--- src/hw/rtl/lkv_pkg.sv ---
package lkv_pkg;

  localparam int LKV_ENTRIES = 16;
  localparam int LKV_DATA_W  = 32;
  localparam int LKV_CFG_W   = 5;
  localparam int LKV_STAMP_W = 48;
  localparam int LKV_QDEPTH  = 2;

  localparam logic [LKV_CFG_W-1:0] LKV_CAP_RESET = 5'd16;

  localparam logic LKV_CMD_GET = 1'b0;
  localparam logic LKV_CMD_PUT = 1'b1;

  typedef struct packed {
    logic                         command;
    logic signed [LKV_DATA_W-1:0] key;
    logic signed [LKV_DATA_W-1:0] value;
  } lkv_req_t;

  typedef struct packed {
    logic                         hit;
    logic signed [LKV_DATA_W-1:0] read_value;
    logic                         evicted;
    logic signed [LKV_DATA_W-1:0] evicted_key;
  } lkv_rsp_t;

  typedef struct packed {
    logic     valid;
    lkv_req_t req;
  } lkv_fe2be_t;

endpackage

--- src/hw/rtl/lkv_front.sv ---
module lkv_front import lkv_pkg::*; #(
  parameter int ENTRIES = LKV_ENTRIES,
  localparam int CNT_W = $clog2(ENTRIES + 1)
) (
  input  logic                 clk,
  input  logic                 rst_n,
  input  logic                 in_valid,
  output logic                 in_stall,
  input  lkv_req_t             in_data,
  input  logic                 cfg_we,
  input  logic [LKV_CFG_W-1:0] cfg_wdata,
  input  logic                 pop,
  output lkv_fe2be_t           fe,
  output logic [CNT_W-1:0]     cap_eff
);

  localparam int PTR_W  = (LKV_QDEPTH > 1) ? $clog2(LKV_QDEPTH) : 1;
  localparam int QCNT_W = $clog2(LKV_QDEPTH + 1);
  localparam int CMP_W  = (CNT_W > LKV_CFG_W) ? CNT_W : LKV_CFG_W;

  lkv_req_t             q_mem_r [LKV_QDEPTH];
  logic [PTR_W-1:0]     wr_ptr_r;
  logic [PTR_W-1:0]     rd_ptr_r;
  logic [QCNT_W-1:0]    q_cnt_r;
  logic [LKV_CFG_W-1:0] cap_r;
  logic                 push;
  logic [CMP_W-1:0]     cap_w;
  logic [CMP_W-1:0]     ent_w;
  logic [CMP_W-1:0]     cap_sel;

  assign in_stall  = (q_cnt_r == QCNT_W'(LKV_QDEPTH));
  assign push      = in_valid && !in_stall;
  assign fe.valid  = (q_cnt_r != '0);
  assign fe.req    = q_mem_r[rd_ptr_r];

  always_comb begin
    cap_w = CMP_W'(cap_r);
    ent_w = CMP_W'(ENTRIES);
    if (cap_w == '0) begin
      cap_sel = CMP_W'(1);
    end else if (cap_w > ent_w) begin
      cap_sel = ent_w;
    end else begin
      cap_sel = cap_w;
    end
    cap_eff = CNT_W'(cap_sel);
  end

  always_ff @(posedge clk) begin
    if (push) begin
      q_mem_r[wr_ptr_r] <= in_data;
    end
  end

  always_ff @(posedge clk) begin
    if (!rst_n) begin
      wr_ptr_r <= '0;
      rd_ptr_r <= '0;
      q_cnt_r  <= '0;
      cap_r    <= LKV_CAP_RESET;
    end else begin
      if (cfg_we) begin
        cap_r <= cfg_wdata;
      end
      if (push) begin
        wr_ptr_r <= (wr_ptr_r == PTR_W'(LKV_QDEPTH - 1)) ? '0 : wr_ptr_r + 1'b1;
      end
      if (pop) begin
        rd_ptr_r <= (rd_ptr_r == PTR_W'(LKV_QDEPTH - 1)) ? '0 : rd_ptr_r + 1'b1;
      end
      if (push && !pop) begin
        q_cnt_r <= q_cnt_r + 1'b1;
      end else if (pop && !push) begin
        q_cnt_r <= q_cnt_r - 1'b1;
      end
    end
  end

endmodule

--- src/hw/rtl/lkv_back.sv ---
module lkv_back import lkv_pkg::*; #(
  parameter int ENTRIES = LKV_ENTRIES,
  localparam int CNT_W = $clog2(ENTRIES + 1)
) (
  input  logic             clk,
  input  logic             rst_n,
  input  lkv_fe2be_t       fe,
  input  logic [CNT_W-1:0] cap_eff,
  output logic             pop,
  output logic             out_valid,
  input  logic             out_stall,
  output lkv_rsp_t         out_data
);

  localparam int IDX_W = (ENTRIES > 1) ? $clog2(ENTRIES) : 1;
  localparam logic [CNT_W-1:0] ENT_CNT = CNT_W'(ENTRIES);

  typedef enum logic [3:0] {
    S_IDLE   = 4'b0001,
    S_SCAN   = 4'b0010,
    S_DECIDE = 4'b0100,
    S_RESP   = 4'b1000
  } bk_state_t;

  logic [LKV_DATA_W-1:0]  key_mem   [ENTRIES];
  logic [LKV_DATA_W-1:0]  val_mem   [ENTRIES];
  logic [LKV_STAMP_W-1:0] stamp_mem [ENTRIES];

  bk_state_t              state_r, state_nxt;
  logic [CNT_W-1:0]       cnt_r, cnt_nxt;
  logic [ENTRIES-1:0]     valid_r;
  logic [CNT_W-1:0]       valid_cnt_r;
  logic [LKV_STAMP_W-1:0] stamp_r;

  logic                   ev_en_r;
  logic                   ev_valid_r;
  logic [IDX_W-1:0]       ev_idx_r;
  logic [LKV_DATA_W-1:0]  key_q_r;
  logic [LKV_STAMP_W-1:0] stamp_q_r;
  logic [LKV_DATA_W-1:0]  val_q_r;

  logic                   found_r;
  logic [IDX_W-1:0]       found_idx_r;
  logic                   free_r;
  logic [IDX_W-1:0]       free_idx_r;
  logic                   old_r;
  logic [IDX_W-1:0]       old_idx_r;
  logic [LKV_STAMP_W-1:0] old_stamp_r;
  logic [LKV_DATA_W-1:0]  old_key_r;

  logic                   rsp_hit_r;
  logic                   rsp_get_hit_r;
  logic                   rsp_ev_r;
  logic [LKV_DATA_W-1:0]  rsp_evkey_r;

  logic                   out_valid_r;
  lkv_rsp_t               out_data_r;

  logic                   rd_en;
  logic [IDX_W-1:0]       rd_addr;
  logic                   is_put;
  logic                   dec;
  logic                   do_evict;
  logic [IDX_W-1:0]       slot;
  logic                   wr_key;
  logic                   wr_val;
  logic                   wr_stamp;
  logic                   vrd_en;
  logic                   load;
  logic                   ev_match;

  assign rd_en    = (state_r == S_SCAN) && (cnt_r != ENT_CNT);
  assign rd_addr  = cnt_r[IDX_W-1:0];
  assign is_put   = (fe.req.command == LKV_CMD_PUT);
  assign dec      = (state_r == S_DECIDE);
  assign do_evict = is_put && !found_r && (valid_cnt_r >= cap_eff);
  assign slot     = found_r ? found_idx_r : (do_evict ? old_idx_r : free_idx_r);
  assign wr_key   = dec && is_put && !found_r;
  assign wr_val   = dec && is_put;
  assign wr_stamp = dec && (found_r || is_put);
  assign vrd_en   = dec && found_r && !is_put;
  assign load     = (state_r == S_RESP) && (!out_valid_r || !out_stall);
  assign pop      = load;
  assign ev_match = ev_valid_r && (key_q_r == fe.req.key);

  assign out_valid = out_valid_r;
  assign out_data  = out_data_r;

  always_comb begin
    state_nxt = state_r;
    cnt_nxt   = cnt_r;
    case (state_r)
      S_IDLE: begin
        if (fe.valid) begin
          state_nxt = S_SCAN;
          cnt_nxt   = '0;
        end
      end
      S_SCAN: begin
        if (cnt_r == ENT_CNT) begin
          state_nxt = S_DECIDE;
        end else begin
          cnt_nxt = cnt_r + 1'b1;
        end
      end
      S_DECIDE: state_nxt = S_RESP;
      S_RESP: begin
        if (load) begin
          state_nxt = S_IDLE;
        end
      end
      default: state_nxt = S_IDLE;
    endcase
  end

  always_ff @(posedge clk) begin
    if (rd_en) begin
      key_q_r    <= key_mem[rd_addr];
      stamp_q_r  <= stamp_mem[rd_addr];
      ev_valid_r <= valid_r[rd_addr];
      ev_idx_r   <= rd_addr;
    end
    if (wr_key) begin
      key_mem[slot] <= fe.req.key;
    end
    if (wr_val) begin
      val_mem[slot] <= fe.req.value;
    end
    if (wr_stamp) begin
      stamp_mem[slot] <= stamp_r;
    end
    if (vrd_en) begin
      val_q_r <= val_mem[found_idx_r];
    end
  end

  always_ff @(posedge clk) begin
    if (ev_en_r && (state_r == S_SCAN)) begin
      if (ev_match && !found_r) begin
        found_idx_r <= ev_idx_r;
      end
      if (!ev_valid_r && !free_r) begin
        free_idx_r <= ev_idx_r;
      end
      if (ev_valid_r && (!old_r || (stamp_q_r < old_stamp_r))) begin
        old_idx_r   <= ev_idx_r;
        old_stamp_r <= stamp_q_r;
        old_key_r   <= key_q_r;
      end
    end
    if (dec) begin
      rsp_hit_r     <= found_r;
      rsp_get_hit_r <= found_r && !is_put;
      rsp_ev_r      <= do_evict;
      rsp_evkey_r   <= do_evict ? old_key_r : '0;
    end
    if (load) begin
      out_data_r.hit         <= rsp_hit_r;
      out_data_r.read_value  <= rsp_get_hit_r ? val_q_r : '0;
      out_data_r.evicted     <= rsp_ev_r;
      out_data_r.evicted_key <= rsp_evkey_r;
    end
  end

  always_ff @(posedge clk) begin
    if (!rst_n) begin
      state_r     <= S_IDLE;
      cnt_r       <= '0;
      valid_r     <= '0;
      valid_cnt_r <= '0;
      stamp_r     <= '0;
      ev_en_r     <= 1'b0;
      found_r     <= 1'b0;
      free_r      <= 1'b0;
      old_r       <= 1'b0;
      out_valid_r <= 1'b0;
    end else begin
      state_r <= state_nxt;
      cnt_r   <= cnt_nxt;
      ev_en_r <= rd_en;
      if ((state_r == S_IDLE) && fe.valid) begin
        found_r <= 1'b0;
        free_r  <= 1'b0;
        old_r   <= 1'b0;
      end else if (ev_en_r && (state_r == S_SCAN)) begin
        if (ev_match) begin
          found_r <= 1'b1;
        end
        if (!ev_valid_r) begin
          free_r <= 1'b1;
        end
        if (ev_valid_r) begin
          old_r <= 1'b1;
        end
      end
      if (wr_key) begin
        valid_r[slot] <= 1'b1;
        if (!do_evict) begin
          valid_cnt_r <= valid_cnt_r + 1'b1;
        end
      end
      if (wr_stamp) begin
        stamp_r <= stamp_r + 1'b1;
      end
      if (load) begin
        out_valid_r <= 1'b1;
      end else if (!out_stall) begin
        out_valid_r <= 1'b0;
      end
    end
  end

endmodule

--- src/hw/rtl/lru_key_value_cache.sv ---
// Fully associative key-value cache with least-recently-used replacement.
// Input channel in_valid / in_stall / in_data carries one request: a get or
// a put of a 32-bit key (and value on put). Output channel out_valid /
// out_stall / out_data returns exactly one result per request, in order:
// hit, read value of a get hit, and the key evicted by a put of a new key.
// cfg_we / cfg_wdata set how many entries may be held before a put evicts
// (0 acts as 1, values above ENTRIES act as ENTRIES); write it only while
// no request is outstanding.
// A lookup walks the key and use-stamp memories one entry per cycle, followed
// by an update step and a result step; a new lookup starts only after the
// result of the last request is loaded into the output register.
// A two-deep request queue holds the request in work and takes one more;
// in_stall rises while both are held.
// Reset (rst_n low, synchronous) empties the cache and the queue, drops any
// pending result and restores a capacity of 16.
// While out_stall is high the result holds in the output register; the
// cache stops after one more lookup and in_stall rises once the queue fills.
module lru_key_value_cache import lkv_pkg::*; #(
  parameter int ENTRIES = LKV_ENTRIES
) (
  input  logic                 clk,
  input  logic                 rst_n,
  input  logic                 in_valid,
  output logic                 in_stall,
  input  lkv_req_t             in_data,
  output logic                 out_valid,
  input  logic                 out_stall,
  output lkv_rsp_t             out_data,
  input  logic                 cfg_we,
  input  logic [LKV_CFG_W-1:0] cfg_wdata
);

  localparam int CNT_W = $clog2(ENTRIES + 1);

  lkv_fe2be_t       fe;
  logic [CNT_W-1:0] cap_eff;
  logic             pop;

  lkv_front #(
    .ENTRIES (ENTRIES)
  ) u_front (
    .clk       (clk),
    .rst_n     (rst_n),
    .in_valid  (in_valid),
    .in_stall  (in_stall),
    .in_data   (in_data),
    .cfg_we    (cfg_we),
    .cfg_wdata (cfg_wdata),
    .pop       (pop),
    .fe        (fe),
    .cap_eff   (cap_eff)
  );

  lkv_back #(
    .ENTRIES (ENTRIES)
  ) u_back (
    .clk       (clk),
    .rst_n     (rst_n),
    .fe        (fe),
    .cap_eff   (cap_eff),
    .pop       (pop),
    .out_valid (out_valid),
    .out_stall (out_stall),
    .out_data  (out_data)
  );

endmodule

--- config.mk ---
export PLATFORM = sky130hd
export DESIGN_NAME = lru_key_value_cache
export DESIGN_NICKNAME = d
export VERILOG_FILES = /design/src/hw/rtl/lkv_pkg.sv /design/src/hw/rtl/lkv_front.sv /design/src/hw/rtl/lkv_back.sv /design/src/hw/rtl/lru_key_value_cache.sv
export SDC_FILE = /design/constraint.sdc
export NUM_CORES = 2
export LEC_CHECK = 0
export BUFFER_PORTS_ARGS = -buffer_cell sky130_fd_sc_hd__buf_2
export CAP_MARGIN = 0
export CELL_PAD_IN_SITES_DETAIL_PLACEMENT = 0
export CELL_PAD_IN_SITES_GLOBAL_PLACEMENT = 1
export CORE_MARGIN = 10
export CORE_UTILIZATION = 25
export CTS_BUF_LIST = sky130_fd_sc_hd__clkbuf_4 sky130_fd_sc_hd__clkbuf_8
export DETAILED_ROUTE_END_ITERATION = 16
export GPL_ROUTABILITY_DRIVEN = 0
export GPL_TIMING_DRIVEN = 1
export PLACE_DENSITY_LB_ADDON = 0.1
export SLEW_MARGIN = 20
export SYNTH_ARGS = -nofsm -noshare
export SYNTH_HDL_FRONTEND = slang
export SYNTH_SLANG_ARGS = --single-unit
--- constraint.sdc ---
create_clock -name clk -period 11.96 [get_ports clk]
set_clock_uncertainty 0.2 [all_clocks]
set_input_delay 1.196 -clock clk [delete_from_list [all_inputs] [get_ports clk]]
set_output_delay 1.196 -clock clk [all_outputs]
set_load 0.05 [all_outputs]
==> metrics.txt <==
Die W 612 um; Syn Area/Cell 22.9 um^2; Slew HR 23.7%; Setup crit start kind flop; hold_ws 166 ps; Worst Tran Pin Value 1130 ps; fin crit share 44.9%; Req. time, crit path 12400 ps; clk_lat worst skew 1060 ps; Resized Gates After CTS 0; max_cap viols 0; vias in the first global route 44200; Max Fclk 186 MHz; pin count of the biggest net entering global routing 143; YS warnings 0; Pleak 0.0317 uW; Pwr Density 162 nW/um^2; storage element area 68900 um^2; GR Util All Layers 12.4%; CTS max path bufs 4; Post-Synthesis Cells 3813; worst-path maximum fanout 37; share of layout cells above drive strength 1 34.3%; drc violations 0; sequential element share of the synthesized area 78.7%; CTS tree yes; # setup viols final 0; total power 16700 uW; Synth-to-Final Area Change 18.0%; critical setup path kind reg -> reg; number of enable flip-flop cells after synthesis 2232; unrepaired setup endpoints after global routing false; PortBufs 142; most common cell after layout, fill and taps aside edfxtp_1; Final Hold Viols 0; filler instances 33900; Setup WS pre-CTS 6430 ps; Syn Nets 3945; most frequent cells in the layout edfxtp_1, mux4_2, clkbuf_8, clkbuf_4, buf_2; Cell variety after synth 68; Tmin final 5370 ps; ANT nets after route 0; Remaining Overflow, GRT 0; Final #Nets 4497; Wirelength per Cell 25.4 um; PnR worst setup slack 6590 ps; Clk pin slew, worst setup/hold paths 50 ps; Final Max Slew Viols 0; WL final 236 mm; footprint of the multi-input gates 18100 um^2; Cell Rows 217; vias 39900; initial antenna violation count 20; status completed; Crit. End Element flop; vias per cell 4.29; DRT iter0 DRCs 2538; # IOs 143; crit path DAT 5800 ps; maximum vdd ir drop 75.7 uV; Initial Util 25.1%; H-Tree Depth 5; Die ar. 374000 um^2; First-pass DRT Iterations 5; Hold Path Class in -> reg; clock sink count 2325; Yosys reg bits 2325; ys async rst share 0%; Primary FF master, synth edfxtp_1; die outline height 612 um; Root Buffer clkbuf_8; Core Region 349000 um^2; TritonCTS buffer count 419; first-pass GRT wire length 337 mm; Post-Syn Area 87500 um^2; HPWL Detailed 125 mm; Sum Neg Setup Slack 0 ps
## worst paths after layout
kind / cells after the start / end / startpoint / slack (ps)
hold / removal: 1 / u_front.q_mem_r[1][63]$_DFFE_PP_ / in_data[63] / 170
setup reg to reg: 12 / u_back.stamp_mem[3][2]$_DFFE_PP_ / u_front.cap_r[2]$_SDFFE_PN0P_ / 6590
setup / recovery: 12 / u_back.stamp_mem[3][2]$_DFFE_PP_ / u_front.cap_r[2]$_SDFFE_PN0P_ / 6590
hold reg to reg: 0 / u_back.out_data[15]$_DFFE_PP_ / u_back.rsp_evkey_r[15]$_SDFFCE_PP0N_ / 190
## per-layer routing
metal	up-vias	global-route usage [%]	share of wire, %
met5	-	0	0
met4	0	3.26	2.4
met3	379	2.28	4.3
met2	877	20.3	48
met1	21500	16.9	45
li1	17200	-	-
## sequential cells by signal, indices dropped and copies added, names as in the netlist, 48 cells and up, named ones only
signal,cells
u_back.stamp_mem,768
u_back.key_mem,512
u_back.val_mem,512
u_front.q_mem_r,130
u_back.out_data,66
u_back.old_stamp_r,48
u_back.stamp_q_r,48
u_back.stamp_r,48
## worst max-delay path, cell delays in order, from the launching register on
cell     delay (ps)
dfxtp_1         370
nor3_1           70
nor2_1          100
nor2_1           50
ha_1            260
nor2b_1          50
o21a_1          250
o32ai_4         260
buf_4           440
mux2i_2         810
nand2_1         620
nor2_4          830
buf_4           600
## logic make-up (layout without fill, tap and decap cells)
kind of cell / after synthesis / count (layout) / synth area share, %
flip-flops: 2325 / 2325 / 78.7
buffers and inverters: 224 / 1112 / 0.982
AND/OR/NAND/NOR: 378 / 378 / 2.33
other: 0 / 7 / 0
XOR/XNOR: 81 / 81 / 0.811
multiplexers: 638 / 638 / 15.5
adder cells (fa/ha/maj): 57 / 57 / 0.815
AO/OA/AOI/OAI: 110 / 110 / 0.857
## cell type report
cell class / instances / area share (%)
sequential: 2325 / 66.8
clock buffer: 587 / 6.97
inverter: 63 / 0.238
clock inverter: 170 / 0.925
tap: 4599 / 5.58
multi-input combinational: 1264 / 17.6
timing repair buffer: 292 / 1.95
antenna: 7 / 0.0170
## cells in the mapped netlist (3+ instances only)
cell type  number  area, um^2
a21o_1         11        82.6
a21oi_1        31         155
a31oi_1         3        18.8
and2_1         76         475
and3_1         13        81.3
and4_1          5        43.8
buf_1          44         165
buf_2          12        60.1
clkbuf_1      104         390
dfxtp_1        93        1860
edfxtp_1     2232       67000
ha_1           57         713
inv_1          61         229
mux2_2         66         743
mux2i_1         5        50.1
mux4_2        565       12700
nand2_1        54         203
nand2b_1        5        31.3
nand3_1        38         190
nand4_1        26         163
nor2_1        101         379
nor2b_1         3        18.8
nor3_1         10        50.1
nor4_1         10        62.6
nor4_2          8         100
nor4b_1         3        26.3
o2111ai_1       3        26.3
o211ai_1        3        22.5
o21a_1         11        82.6
o21ai_0        22         110
o21ai_1         5        25.0
or3_1          12        75.1
xnor2_1        14         123
xor2_1         67         587
## repair_timing
action / CTS / global route
hold endpoints to repair: 96 / 0
buffers inserted: 0 / 0
hold buffers: 49 / 0
## where the power goes
part	internal [uW]	switching (uW)	total [uW]
Sequential	8980	21.0	9000
Clock	3960	3360	7310
Combinational	123	276	399
Total	13100	3650	16700
## stage by stage
step / instances / utilization (%) / instance area, um^2
CTS: 9299 / 29.6 / 103000
global route: 9304 / 29.6 / 103000
global placement: 8492 / 27.1 / 94500
detailed placement: 8493 / 27.1 / 94600
floorplan: 3813 / - / 87500
finish: 9307 / 29.6 / 103000
(Power assumes the default switching activity.)
